### config.mk
export PLATFORM = sky130hd
export DESIGN_NAME = length_prefixed_message_deframer
export DESIGN_NICKNAME = d
export VERILOG_FILES = /design/src/rtl/core/lpmd_pkg.sv /design/src/rtl/core/lpmd_csr.sv /design/src/rtl/core/lpmd_in_reg.sv /design/src/rtl/core/lpmd_parser.sv /design/src/rtl/core/length_prefixed_message_deframer.sv
export SDC_FILE = /design/constraint.sdc
export NUM_CORES = 1
export LEC_CHECK = 0
export ABC_AREA = 1
export BUFFER_PORTS_ARGS = -buffer_cell sky130_fd_sc_hd__buf_2
export CAP_MARGIN = 20
export CORE_UTILIZATION = 52
export DETAILED_ROUTE_END_ITERATION = 7
export PLACE_DENSITY = 0.8
export REMOVE_ABC_BUFFERS = 1
export SETUP_SLACK_MARGIN = 0.1
export SLEW_MARGIN = 20
export SYNTH_ARGS = -nofsm -noshare
export SYNTH_HDL_FRONTEND = slang
export SYNTH_SLANG_ARGS = --single-unit
### constraint.sdc
create_clock -name clock -period 3.99 [get_ports clock]
set_input_delay 0.5985 -clock clock [delete_from_list [all_inputs] [get_ports clock]]
set_output_delay 0.5985 -clock clock [all_outputs]
set_load 0.01 [all_outputs]
### src/rtl/core/lpmd_pkg.sv
// Shared constants and types for the length-prefixed message deframer.
// No dependencies; imported by every module of the block and by its checker.
package lpmd_pkg;

   // Configuration port
   localparam int unsigned CSR_ADDR_W = 3;
   localparam int unsigned CSR_DATA_W = 32;
   localparam logic [0:0]  REG_MAX_LENGTH = 1'b0;
   localparam logic [31:0] MAX_LENGTH_RESET = 32'd65536;

   // Framing
   localparam int unsigned LENGTH_BYTES = 4;
   localparam int unsigned ID_BYTES = 2;
   localparam logic [31:0] MIN_LENGTH = 32'(ID_BYTES);

   // Result kinds
   localparam logic [1:0] KIND_PAYLOAD = 2'd0;
   localparam logic [1:0] KIND_EMPTY   = 2'd1;
   localparam logic [1:0] KIND_ERROR   = 2'd2;

   // Word held in the input register
   typedef struct packed {
      logic       valid;
      logic [7:0] data;
   } in_word_type;

   // Handshake between parser and input register
   typedef struct packed {
      logic take;
   } in_ctrl_type;

endpackage

### src/rtl/core/lpmd_csr.sv
// Configuration register file: holds max_length behind an APB-style port.
// Depends on lpmd_pkg.
module lpmd_csr
   import lpmd_pkg::*;
(
   input  logic                  clock,
   input  logic                  reset,
   input  logic                  psel,
   input  logic                  penable,
   input  logic                  pwrite,
   input  logic [CSR_ADDR_W-1:0] paddr,
   input  logic [CSR_DATA_W-1:0] pwdata,
   output logic [CSR_DATA_W-1:0] prdata,
   output logic                  pready,
   output logic [31:0]           max_length
);

   logic [31:0] max_length_ff;
   logic [31:0] max_length_in;
   logic        sel_max;

   assign sel_max = (paddr[2] == REG_MAX_LENGTH);

   always_comb begin
      max_length_in = max_length_ff;
      if (psel && penable && pwrite && sel_max) begin
         max_length_in = pwdata;
      end
   end

   always_ff @(posedge clock) begin
      if (reset) begin
         max_length_ff <= MAX_LENGTH_RESET;
      end else begin
         max_length_ff <= max_length_in;
      end
   end

   assign prdata     = sel_max ? max_length_ff : '0;
   assign pready     = 1'b1;
   assign max_length = max_length_ff;

endmodule

### src/rtl/core/lpmd_in_reg.sv
// Input register: captures one stream byte a cycle while the parser keeps taking them, and hands it to the parser.
// Depends on lpmd_pkg.
module lpmd_in_reg
   import lpmd_pkg::*;
(
   input  logic        clock,
   input  logic        reset,
   input  logic        req_valid,
   output logic        req_ready,
   input  logic [7:0]  req_in_byte,
   input  in_ctrl_type ctrl,
   output in_word_type word
);

   logic       valid_ff;
   logic       valid_in;
   logic [7:0] data_ff;
   logic [7:0] data_in;

   // free when empty or when the parser takes the held word this cycle
   assign req_ready = !valid_ff || ctrl.take;

   always_comb begin
      valid_in = valid_ff;
      data_in  = data_ff;
      if (req_valid && req_ready) begin
         valid_in = 1'b1;
         data_in  = req_in_byte;
      end else if (ctrl.take) begin
         valid_in = 1'b0;
      end
   end

   always_ff @(posedge clock) begin
      if (reset) begin
         valid_ff <= 1'b0;
      end else begin
         valid_ff <= valid_in;
      end
      data_ff <= data_in;
   end

   assign word.valid = valid_ff;
   assign word.data  = data_ff;

endmodule

### src/rtl/core/lpmd_parser.sv
// Framing parser: header assembly, length check, payload count, result register.
// Depends on lpmd_pkg; fed by lpmd_in_reg.
module lpmd_parser
   import lpmd_pkg::*;
(
   input  logic        clock,
   input  logic        reset,
   input  logic [31:0] max_length,
   input  in_word_type word,
   output in_ctrl_type ctrl,
   output logic        rsp_valid,
   input  logic        rsp_ready,
   output logic [1:0]  rsp_kind,
   output logic [7:0]  rsp_data,
   output logic [15:0] rsp_message_tag,
   output logic        rsp_last
);

   typedef enum logic [1:0] {
      PH_LENGTH  = 2'd0,
      PH_ID      = 2'd1,
      PH_PAYLOAD = 2'd2
   } phase_type;

   phase_type   phase_ff, phase_in;
   logic [1:0]  hcount_ff, hcount_in;
   logic [31:0] length_ff, length_in;
   logic [31:0] remaining_ff, remaining_in;
   logic [15:0] tag_ff, tag_in;
   logic        failed_ff, failed_in;

   logic        out_valid_ff, out_valid_in;
   logic [1:0]  kind_ff, kind_in;
   logic [7:0]  data_ff, data_in;
   logic [15:0] otag_ff, otag_in;
   logic        last_ff, last_in;

   logic        take;
   logic        res_valid;
   logic [1:0]  hcount_inc;
   logic [31:0] length_new;
   logic [15:0] tag_new;
   logic [31:0] remaining_dec;

   // process a word when the result register is free or being emptied
   assign take      = word.valid && (!out_valid_ff || rsp_ready);
   assign ctrl.take = take;

   assign hcount_inc    = hcount_ff + 2'd1;
   assign length_new    = length_ff | ({24'd0, word.data} << {hcount_ff, 3'b000});
   assign tag_new       = tag_ff | ({8'd0, word.data} << {hcount_ff[0], 3'b000});
   assign remaining_dec = (remaining_ff == '0) ? '0 : remaining_ff - 32'd1;

   always_comb begin
      phase_in     = phase_ff;
      hcount_in    = hcount_ff;
      length_in    = length_ff;
      remaining_in = remaining_ff;
      tag_in       = tag_ff;
      failed_in    = failed_ff;
      res_valid    = 1'b0;
      kind_in      = KIND_PAYLOAD;
      data_in      = '0;
      otag_in      = '0;
      last_in      = 1'b0;

      if (!failed_ff) begin
         case (phase_ff)
            PH_ID: begin
               tag_in    = tag_new;
               hcount_in = hcount_inc;
               if (hcount_inc >= 2'(ID_BYTES)) begin
                  hcount_in = '0;
                  if (remaining_ff == '0) begin
                     phase_in  = PH_LENGTH;
                     res_valid = 1'b1;
                     kind_in   = KIND_EMPTY;
                     otag_in   = tag_new;
                     last_in   = 1'b1;
                  end else begin
                     phase_in = PH_PAYLOAD;
                  end
               end
            end
            PH_PAYLOAD: begin
               remaining_in = remaining_dec;
               if (remaining_dec == '0) begin
                  phase_in = PH_LENGTH;
               end
               res_valid = 1'b1;
               kind_in   = KIND_PAYLOAD;
               data_in   = word.data;
               otag_in   = tag_ff;
               last_in   = (remaining_ff <= 32'd1);
            end
            default: begin
               // length phase, also the spare phase code
               phase_in  = PH_LENGTH;
               length_in = length_new;
               hcount_in = hcount_inc;
               if (hcount_ff == 2'(LENGTH_BYTES - 1)) begin
                  hcount_in = '0;
                  length_in = '0;
                  if (length_new > max_length || length_new < MIN_LENGTH) begin
                     failed_in = 1'b1;
                     res_valid = 1'b1;
                     kind_in   = KIND_ERROR;
                     last_in   = 1'b1;
                  end else begin
                     remaining_in = length_new - MIN_LENGTH;
                     tag_in       = '0;
                     phase_in     = PH_ID;
                  end
               end
            end
         endcase
      end
   end

   always_comb begin
      out_valid_in = out_valid_ff;
      if (take) begin
         out_valid_in = res_valid;
      end else if (rsp_ready) begin
         out_valid_in = 1'b0;
      end
   end

   always_ff @(posedge clock) begin
      if (reset) begin
         phase_ff     <= PH_LENGTH;
         hcount_ff    <= '0;
         length_ff    <= '0;
         remaining_ff <= '0;
         tag_ff       <= '0;
         failed_ff    <= 1'b0;
         out_valid_ff <= 1'b0;
      end else begin
         if (take) begin
            phase_ff     <= phase_in;
            hcount_ff    <= hcount_in;
            length_ff    <= length_in;
            remaining_ff <= remaining_in;
            tag_ff       <= tag_in;
            failed_ff    <= failed_in;
         end
         out_valid_ff <= out_valid_in;
      end
      if (take && res_valid) begin
         kind_ff <= kind_in;
         data_ff <= data_in;
         otag_ff <= otag_in;
         last_ff <= last_in;
      end
   end

   assign rsp_valid       = out_valid_ff;
   assign rsp_kind        = kind_ff;
   assign rsp_data        = data_ff;
   assign rsp_message_tag = otag_ff;
   assign rsp_last        = last_ff;

endmodule

### src/rtl/core/length_prefixed_message_deframer.sv
// Top level of the length-prefixed message deframer.
// Depends on lpmd_pkg, lpmd_csr, lpmd_in_reg and lpmd_parser.
//
//   channel | handshake             | payload
//   --------+-----------------------+--------------------------------------------
//   req     | req_valid/req_ready   | req_in_byte
//   rsp     | rsp_valid/rsp_ready   | rsp_kind, rsp_data, rsp_message_tag, rsp_last
//   csr     | psel/penable, pready  | pwrite, paddr, pwdata, prdata
//
// One byte a cycle sustained while rsp_ready stays high; a byte passes through the input
// register, then the parser into the result register, before its result word shows on rsp.
// Reset is synchronous: it clears the header state and the failed flag and sets
// max_length back to 65536.
// A stalled result holds the result register and the parser; req_ready then stays
// high only while the input register is empty, so at most two words are held.
module length_prefixed_message_deframer
   import lpmd_pkg::*;
(
   input  logic                  clock,
   input  logic                  reset,
   input  logic                  req_valid,
   output logic                  req_ready,
   input  logic [7:0]            req_in_byte,
   output logic                  rsp_valid,
   input  logic                  rsp_ready,
   output logic [1:0]            rsp_kind,
   output logic [7:0]            rsp_data,
   output logic [15:0]           rsp_message_tag,
   output logic                  rsp_last,
   input  logic                  psel,
   input  logic                  penable,
   input  logic                  pwrite,
   input  logic [CSR_ADDR_W-1:0] paddr,
   input  logic [CSR_DATA_W-1:0] pwdata,
   output logic [CSR_DATA_W-1:0] prdata,
   output logic                  pready
);

   logic [31:0] max_length;
   in_word_type word;
   in_ctrl_type ctrl;

   lpmd_csr u_csr (
      .clock      (clock),
      .reset      (reset),
      .psel       (psel),
      .penable    (penable),
      .pwrite     (pwrite),
      .paddr      (paddr),
      .pwdata     (pwdata),
      .prdata     (prdata),
      .pready     (pready),
      .max_length (max_length)
   );

   lpmd_in_reg u_in_reg (
      .clock       (clock),
      .reset       (reset),
      .req_valid   (req_valid),
      .req_ready   (req_ready),
      .req_in_byte (req_in_byte),
      .ctrl        (ctrl),
      .word        (word)
   );

   lpmd_parser u_parser (
      .clock           (clock),
      .reset           (reset),
      .max_length      (max_length),
      .word            (word),
      .ctrl            (ctrl),
      .rsp_valid       (rsp_valid),
      .rsp_ready       (rsp_ready),
      .rsp_kind        (rsp_kind),
      .rsp_data        (rsp_data),
      .rsp_message_tag (rsp_message_tag),
      .rsp_last        (rsp_last)
   );

endmodule

Yosys cells after proc, flatten, opt, wreduce, memory -nomap -nowiden
Cells that the tools add are included.

cells by class
  add/subtract/negate cells = 3
  $lt $le $gt $ge = 4
  equality and inequality tests = 7
  shift operators = 2
  muxes and demuxes = 39
  bitwise gates (word level) = 7
  reductions and logical operators = 24

operator list
  operator                 count
  $mux W32                 5
  $logic_not A32 Y1        2
  $mux W16                 4
  $pmux W16 S2             2
  $pmux W32 S2             1
  $gt A32 B32 Y1           1
  $le A32 B1 Y1 const B    1
  $lt A32 B2 Y1 const B    1
  $or A32 B32 Y32          1
  $shl A8 B5 Y32           1
  $sub A32 B1 Y32 const B  1
  $sub A32 B2 Y32 const B  1
  $mux W2                  9
  $or A16 B16 Y16          1
  $shl A8 B4 Y16           1
  $mux W1                  13
  $pmux W2 S2              3
  $reduce_and A5 Y1        2
  $reduce_bool A2 Y1       4
  $logic_and A1 B1 Y1      6
  $reduce_and A3 Y1        2
  $not A1 Y1               5
  $eq A2 B2 Y1 const B     2
  $ne A2 B1 Y1 const B     2
  9 further kinds          15

word-level totals
  register bits = 154
  bits of input ports = 50
  output and inout bits = 62
  word-level logic and storage cells = 100

Depth between registers and ports, before layout
  depth in word-level cells = 9
  gate-level depth with buffers = 21
  gate-level depth less buffers = 20

Cells and area by module
A second synthesis with hierarchy kept.

second synthesis, totals
  cells, all modules = 1,506
  area total of the unflattened synthesis = 9,885.7 µm²

by module, submodules not included
  module       instances  cells each  area an instance (µm²)  seq. area each (µm²)
  lpmd_parser  1          1,211       7,916.3                 2,532.4
  lpmd_csr     1          280         1,674.1                 640.6
  lpmd_in_reg  1          15          295.3                   260.2

Least setup slack after synthesis
No wires, ideal clock.

  kind = register -> register
  from = reg u_parser.hcount_ff[1]
  to = reg u_parser.data_ff[0], in the netlist u_parser.rsp_data[0], enable pin
  library setup time = 382 ps
  arrival time = 2,719 ps
  data required time = 3,608 ps
  setup slack = 889 ps
  stages on the path, launching flop included = 18
  buffers on the path = 2
  period minus slack after synthesis = 3,101 ps
  cells stage by stage = dfxtp_1 -> buf_6 -> inv_4 -> buf_4 -> o21ai_0 -> ha_1 -> nand4_1 -> inv_1 -> nand2_1 -> nor4_1 -> nand2_1 -> nand2_1 -> nand2_1 -> nand2_1 -> nand3_1 -> nand2_1 -> nand2_1 -> inv_1

on the way
  cells in the longest elaborated chain, start to end = 9
  elaborated cells between the ends (all ways) = 14
  those cells by class = add/sub: 1; order compare: 3; eq/ne: 1; shift: 1; mux: 5; bitwise: 1; reduce/logical: 2

RTL lines
  item                                             RTL line            RTL
  start, declared                                  lpmd_parser.sv:26   logic [1:0] hcount_ff, hcount_in;
  start signal, assigned                           lpmd_parser.sv:141  hcount_ff <= hcount_in;
  $shl A8 B5 Y32                                   lpmd_parser.sv:50   assign length_new = length_ff | ({24'd0, word.data} << {hcount_ff, 3'b000});
  $or A32 B32 Y32                                  lpmd_parser.sv:50
  $gt A32 B32 Y1 or $lt A32 B2 Y1 (tied branches)  lpmd_parser.sv:104  if (length_new > max_length || length_new < MIN_LENGTH) begin
  $logic_or A1 B1 Y1                               lpmd_parser.sv:104
  $mux W1                                          lpmd_parser.sv:104
  $mux W1                                          lpmd_parser.sv:101  if (hcount_ff == 2'(LENGTH_BYTES - 1)) begin
  $pmux W1 S2 (*)                                  lpmd_parser.sv:68   case (phase_ff)
  $mux W1 (*)                                      lpmd_parser.sv:67   if (!failed_ff) begin
  $logic_and A1 B1 Y1 (*)                          lpmd_parser.sv:149  if (take && res_valid) begin
  end signal, assigned                             lpmd_parser.sv:151  data_ff <= data_in;
  end, declared                                    lpmd_parser.sv:34   logic [7:0] data_ff, data_in;

Mark *: on every way between the ends. The rest lies on a longest branch, timed or not.
A chain may end at the register's enable or synchronous reset.

Final worst setup path
  from = reg u_parser.hcount_ff[0]
  to = reg u_parser.remaining_ff[11]

on the way
  cells in the longest elaborated chain, start to end = 6
  elaborated cells between the ends (all ways) = 13
  those cells by class = add/sub: 1; order compare: 2; eq/ne: 2; shift: 1; mux: 3; bitwise: 1; reduce/logical: 3

RTL lines
  item                                               RTL line            RTL
  $shl A8 B5 Y32                                     lpmd_parser.sv:50
  $or A32 B32 Y32                                    lpmd_parser.sv:50
  $sub A32 B2 Y32, or another cell as far along      lpmd_parser.sv:110  remaining_in = length_new - MIN_LENGTH;
  $mux W32 or $logic_or A1 B1 Y1 (tied branches)     lpmd_parser.sv:104
  $mux W32 or $ne A2 B2 Y1 (tied branches)           n/a
  $pmux W32 S2 or $reduce_and A5 Y1 (tied branches)  n/a
  end signal, assigned                               lpmd_parser.sv:143  remaining_ff <= remaining_in;
  end, declared                                      lpmd_parser.sv:28   logic [31:0] remaining_ff, remaining_in;

Several ways; a longest one is shown, not always the timed one. The select of a mux whose other input is x is not followed.

==> impl_summary.md <==
Timing
The setup clock skew after layout is 13.4 ps. Counting I/O delays and the setup requirement, the final critical path takes 3590 ps. In the finished design, the share of the clock period the worst path needs comes to 90.0%. The final setup violation count is 0. The tightest slew margin relative to the limit is 30.5%. The sum of negative setup slack is 0 ps. The total count of max-transition violations in the final report was 0. Setup repair after global routing left no endpoint under its margin. The final-report hold violation count came to 0. The worst hold slack across all endpoints is 329 ps. For the pin with the worst max-slew slack, the measured transition is 1040 ps. The peak clock frequency supported by timing is 0.279 GHz.

Worst setup path
The register-to-register path setup slack is 400 ps. The critical path ends at u_parser.remaining_ff[11]. The length in cells of the worst reg-to-reg path is 14. The startpoint kind of the worst setup timing path is a flip-flop.

By startpoint and endpoint, the worst setup path is classified as reg2reg. The launching instance or port of the critical path is u_parser.hcount_ff[0]. STA classifies the critical path endpoint as a flip-flop. The critical path arrival is 3920 ps. In this run the worst path has a maximum fanout of 21. In this run the critical register-to-register path is captured at u_parser.remaining_ff[11].

At the worst endpoint, the required time is 4320 ps. In this run the critical register-to-register path is launched from u_parser.hcount_ff[0].

Finish
The signed area change from the synthesized netlist to the final layout is 13.4%. 0 antenna diodes ended up in the layout. The number of nets in the layout is 1575.

The filler-free cell count of the finished design is 1728. The layout cell share with drive strength beyond 1 is 14.4%.

Synthesis
After synthesis, the largest area contributor takes up 24.6% of total cell area. After Yosys synthesis, XOR and XNOR cells account for 2.54% of the synthesized area. The simple logic cell fraction of the synthesized area is 29.6%. Among all cell types in the netlist, the one instantiated most often is sky130_fd_sc_hd__nand2_1. The synthesized netlist contains 48 unique library cells. In this run, synthesis produced a sequential element count of 154. The fraction of synthesized area in multiplexers is 0.104%. After synthesis, the most frequently instantiated cells are sky130_fd_sc_hd__nand2_1 (272), sky130_fd_sc_hd__nor2_1 (178), sky130_fd_sc_hd__a21oi_1 (177), sky130_fd_sc_hd__inv_1 (147), sky130_fd_sc_hd__dfxtp_1 (119).

Yosys attributes the largest share of cell area to sky130_fd_sc_hd__dfxtp_1 (25%), sky130_fd_sc_hd__edfxtp_1 (11%), sky130_fd_sc_hd__nand2_1 (11%). Of the total synthesized cell area, the portion taken by full adders, half adders and majority gates is 5.05%. The synthesized area per cell is 6.91 um2. In this run the cell area of the synthesized design comes to 9670 um2. The number of enable flip-flop cells after synthesis is 35. In the synthesized netlist the dominant register cell turns out to be sky130_fd_sc_hd__dfxtp_1. The complex-gate fraction of the synthesized area is 17.5%. For this run, the number of Yosys warnings is 0.

Counting every instance in the synthesized netlist gives 1400. sky130_fd_sc_hd__dfxtp_1 takes more of the synthesized area than any other cell. After synthesis, the largest family of logic cells by area is simple AND/OR/NAND/NOR gates. The sequential-to-total area share from yosys stat is 35.5%. The async set-reset flop share out of synthesis is 0%.

Detailed routing
The remaining routing DRC violations is 2. The per-cell via count in the routed design is 5.57. The total wirelength of the detailed-routed design is 26700 um. The detailed router placed 9630 vias in this run. The number of nets with antenna violations after routing is 0. The routed length per instance is 15.4 um. The pre-antenna-repair detailed-routing pass consisted of 8 iterations. The number of DRC markers after the initial detailed-route iteration is 1141.

Clocking
The CTS tree is yes. The number of clock buffers added by TritonCTS is 17. The H-tree depth is 4. The longest clock path from root to sink contains 2 buffers. The clock latency on the worst-skew pair is 440 ps. Clock tree synthesis selected as its root buffer the cell sky130_fd_sc_hd__clkbuf_16. The clock net in this run drives a total of 154 sinks. The clock-pin slew reported for the worst setup and hold paths after clock tree synthesis is 70 ps.

The post-cts sizing count is 0. Buffers inserted to repair hold after CTS numbered 0. The post-CTS setup buffer count is 0.

Floorplan
The width of the die is 138 um. Once the floorplan was initialized, standard cells occupied 53.5% of the core. The floorplan step defined a core boundary enclosing 18100 um2. The number of standard-cell rows in the floorplan is 49.

The count of boundary I/O pins is 112. The die covers 19100 um2. The height of the die is 138 um.

Job
The max-cap check violation count is 0.

Pwr
The leakage power total is 4.74 nW. In this run the power density over the cells is 399 nW/um2. The worst-case IR drop observed on VDD is 0.300 mV.

Status
The final reports fail on design-rule violations. The flow ran to the end, but the final reports show violations.

Global routing
The first global-routing pass estimated 43300 um of wire. The number of antenna violations at the first check in global routing is 0. Entering global routing, the biggest net connects 66 pins.

The overall global routing resource usage is 28.2%. The via count of the first global-routing pass is 8675. The total overflow left after global routing is 0.

Place
The post-DP HPWL is 19400 um. At the end of routability-driven placement, the weighted congestion stood at 0.966. In this run, placement finished with an instance count of 1696. Input and output buffers added on the ports amount to 108.

Worst hold path
The worst min-delay path class is in2reg.
## worst max-delay path, cell delays in order (launching register included)
cell	delay, ps
sky130_fd_sc_hd__dfxtp_1	600
sky130_fd_sc_hd__inv_2	200
sky130_fd_sc_hd__nand2_1	260
sky130_fd_sc_hd__o21ai_1	230
sky130_fd_sc_hd__ha_1	360
sky130_fd_sc_hd__nand2_1	70
sky130_fd_sc_hd__nor4_1	490
sky130_fd_sc_hd__nand4_1	140
sky130_fd_sc_hd__nand2_1	220
sky130_fd_sc_hd__nand3_2	150
sky130_fd_sc_hd__nand2_4	260
sky130_fd_sc_hd__buf_4	260
sky130_fd_sc_hd__nand3_1	90
sky130_fd_sc_hd__nand2_1	100
sky130_fd_sc_hd__nor2_1	40
## worst min-delay path by stage
stage	from	endpoint	slack [ps]	cells after the start
after detailed placement	u_parser.length_ff[12]	u_parser.length_ff[12]	450	2
after CTS	req_in_byte[4]	u_in_reg.data_ff[4]	320	1
after global placement	u_parser.length_ff[0]	u_parser.length_ff[0]	440	2
final	req_in_byte[4]	u_in_reg.data_ff[4]	330	1
after floorplan	u_parser.length_ff[0]	u_parser.length_ff[0]	430	2
after global routing	req_in_byte[4]	u_in_reg.data_ff[4]	320	1
## cell type report
class	instances	area, um2
fill	1623	7120
multi-input combinational	1022	5310
sequential	154	3430
timing repair buffer	135	768
inverter	156	588
clock buffer	18	429
tap	229	287
clock inverter	14	150
## cell usage in the layout (no fill, tap or decap), drive strengths merged
cell        n
ha         39
inv       162
nor3       12
and3        1
nor4        4
clkbuf     18
nand3b      6
a211oi     18
xor2       15
nand2     281
o211ai      2
nor2      187
a31oi       2
conb        1
buf       135
o21bai     11
xnor2      13
edfxtp     35
or2         7
nand4      36
a31o        1
o21ai      89
clkinvlp    2
dfxtp     119
nand3     114
a21oi     177
clkinv      6
o221ai      1
o21a        3
o31ai       1
mux2i       1
## cell families (layout without fill, tap and decap cells)
family                   Yosys count  count (layout)
XOR/XNOR                          28              28
AND/OR/NAND/NOR                  648             648
flip-flops                       154             154
AO/OA/AOI/OAI                    305             305
multiplexers                       1               1
other                              1               1
buffers and inverters            224             323
adder cells (fa/ha/maj)           39              39
## through the flow
stage / cell area, um2 / setup slack, ps / util (%) / power (mW)
global placement: 10400 / 537 / 57.4 / 2.76
detailed placement: 10400 / 466 / 57.4 / 2.78
finish: 11000 / 401 / 60.6 / 4.38
global route: 11000 / 142 / 60.6 / 4.58
CTS: 11000 / 447 / 60.6 / 4.37
floorplan: 9330 / 479 / - / 2.45
## report_power, final
group | switching (mW) | internal [mW]
Combinational | 0.762 | 0.348
Clock | 0.764 | 0.837
Sequential | 0.0287 | 1.64
Total | 1.55 | 2.82
## flip-flops by register name, indices dropped and copies added, names as in the netlist
name / flops
u_csr.max_length: 32
u_in_reg.data_ff: 8
u_in_reg.valid_ff: 1
u_parser.failed_ff: 1
u_parser.hcount_ff: 2
u_parser.length_ff: 32
u_parser.phase_ff: 2
u_parser.remaining_ff: 32
u_parser.rsp_data: 8
u_parser.rsp_kind: 2
u_parser.rsp_last: 1
u_parser.rsp_message_tag: 16
u_parser.rsp_valid: 1
u_parser.tag_ff: 16
## per-layer routing
layer | vias to the layer above | part of all wire (%) | global-route usage (%)
met5 | - | 0 | 0
met4 | 0 | 3.3 | 11.3
met1 | 4366 | 45 | 37.3
li1 | 4826 | - | -
met3 | 63 | 6.5 | 4.47
met2 | 375 | 46 | 45.9
Power figures use the tool's default switching activity.
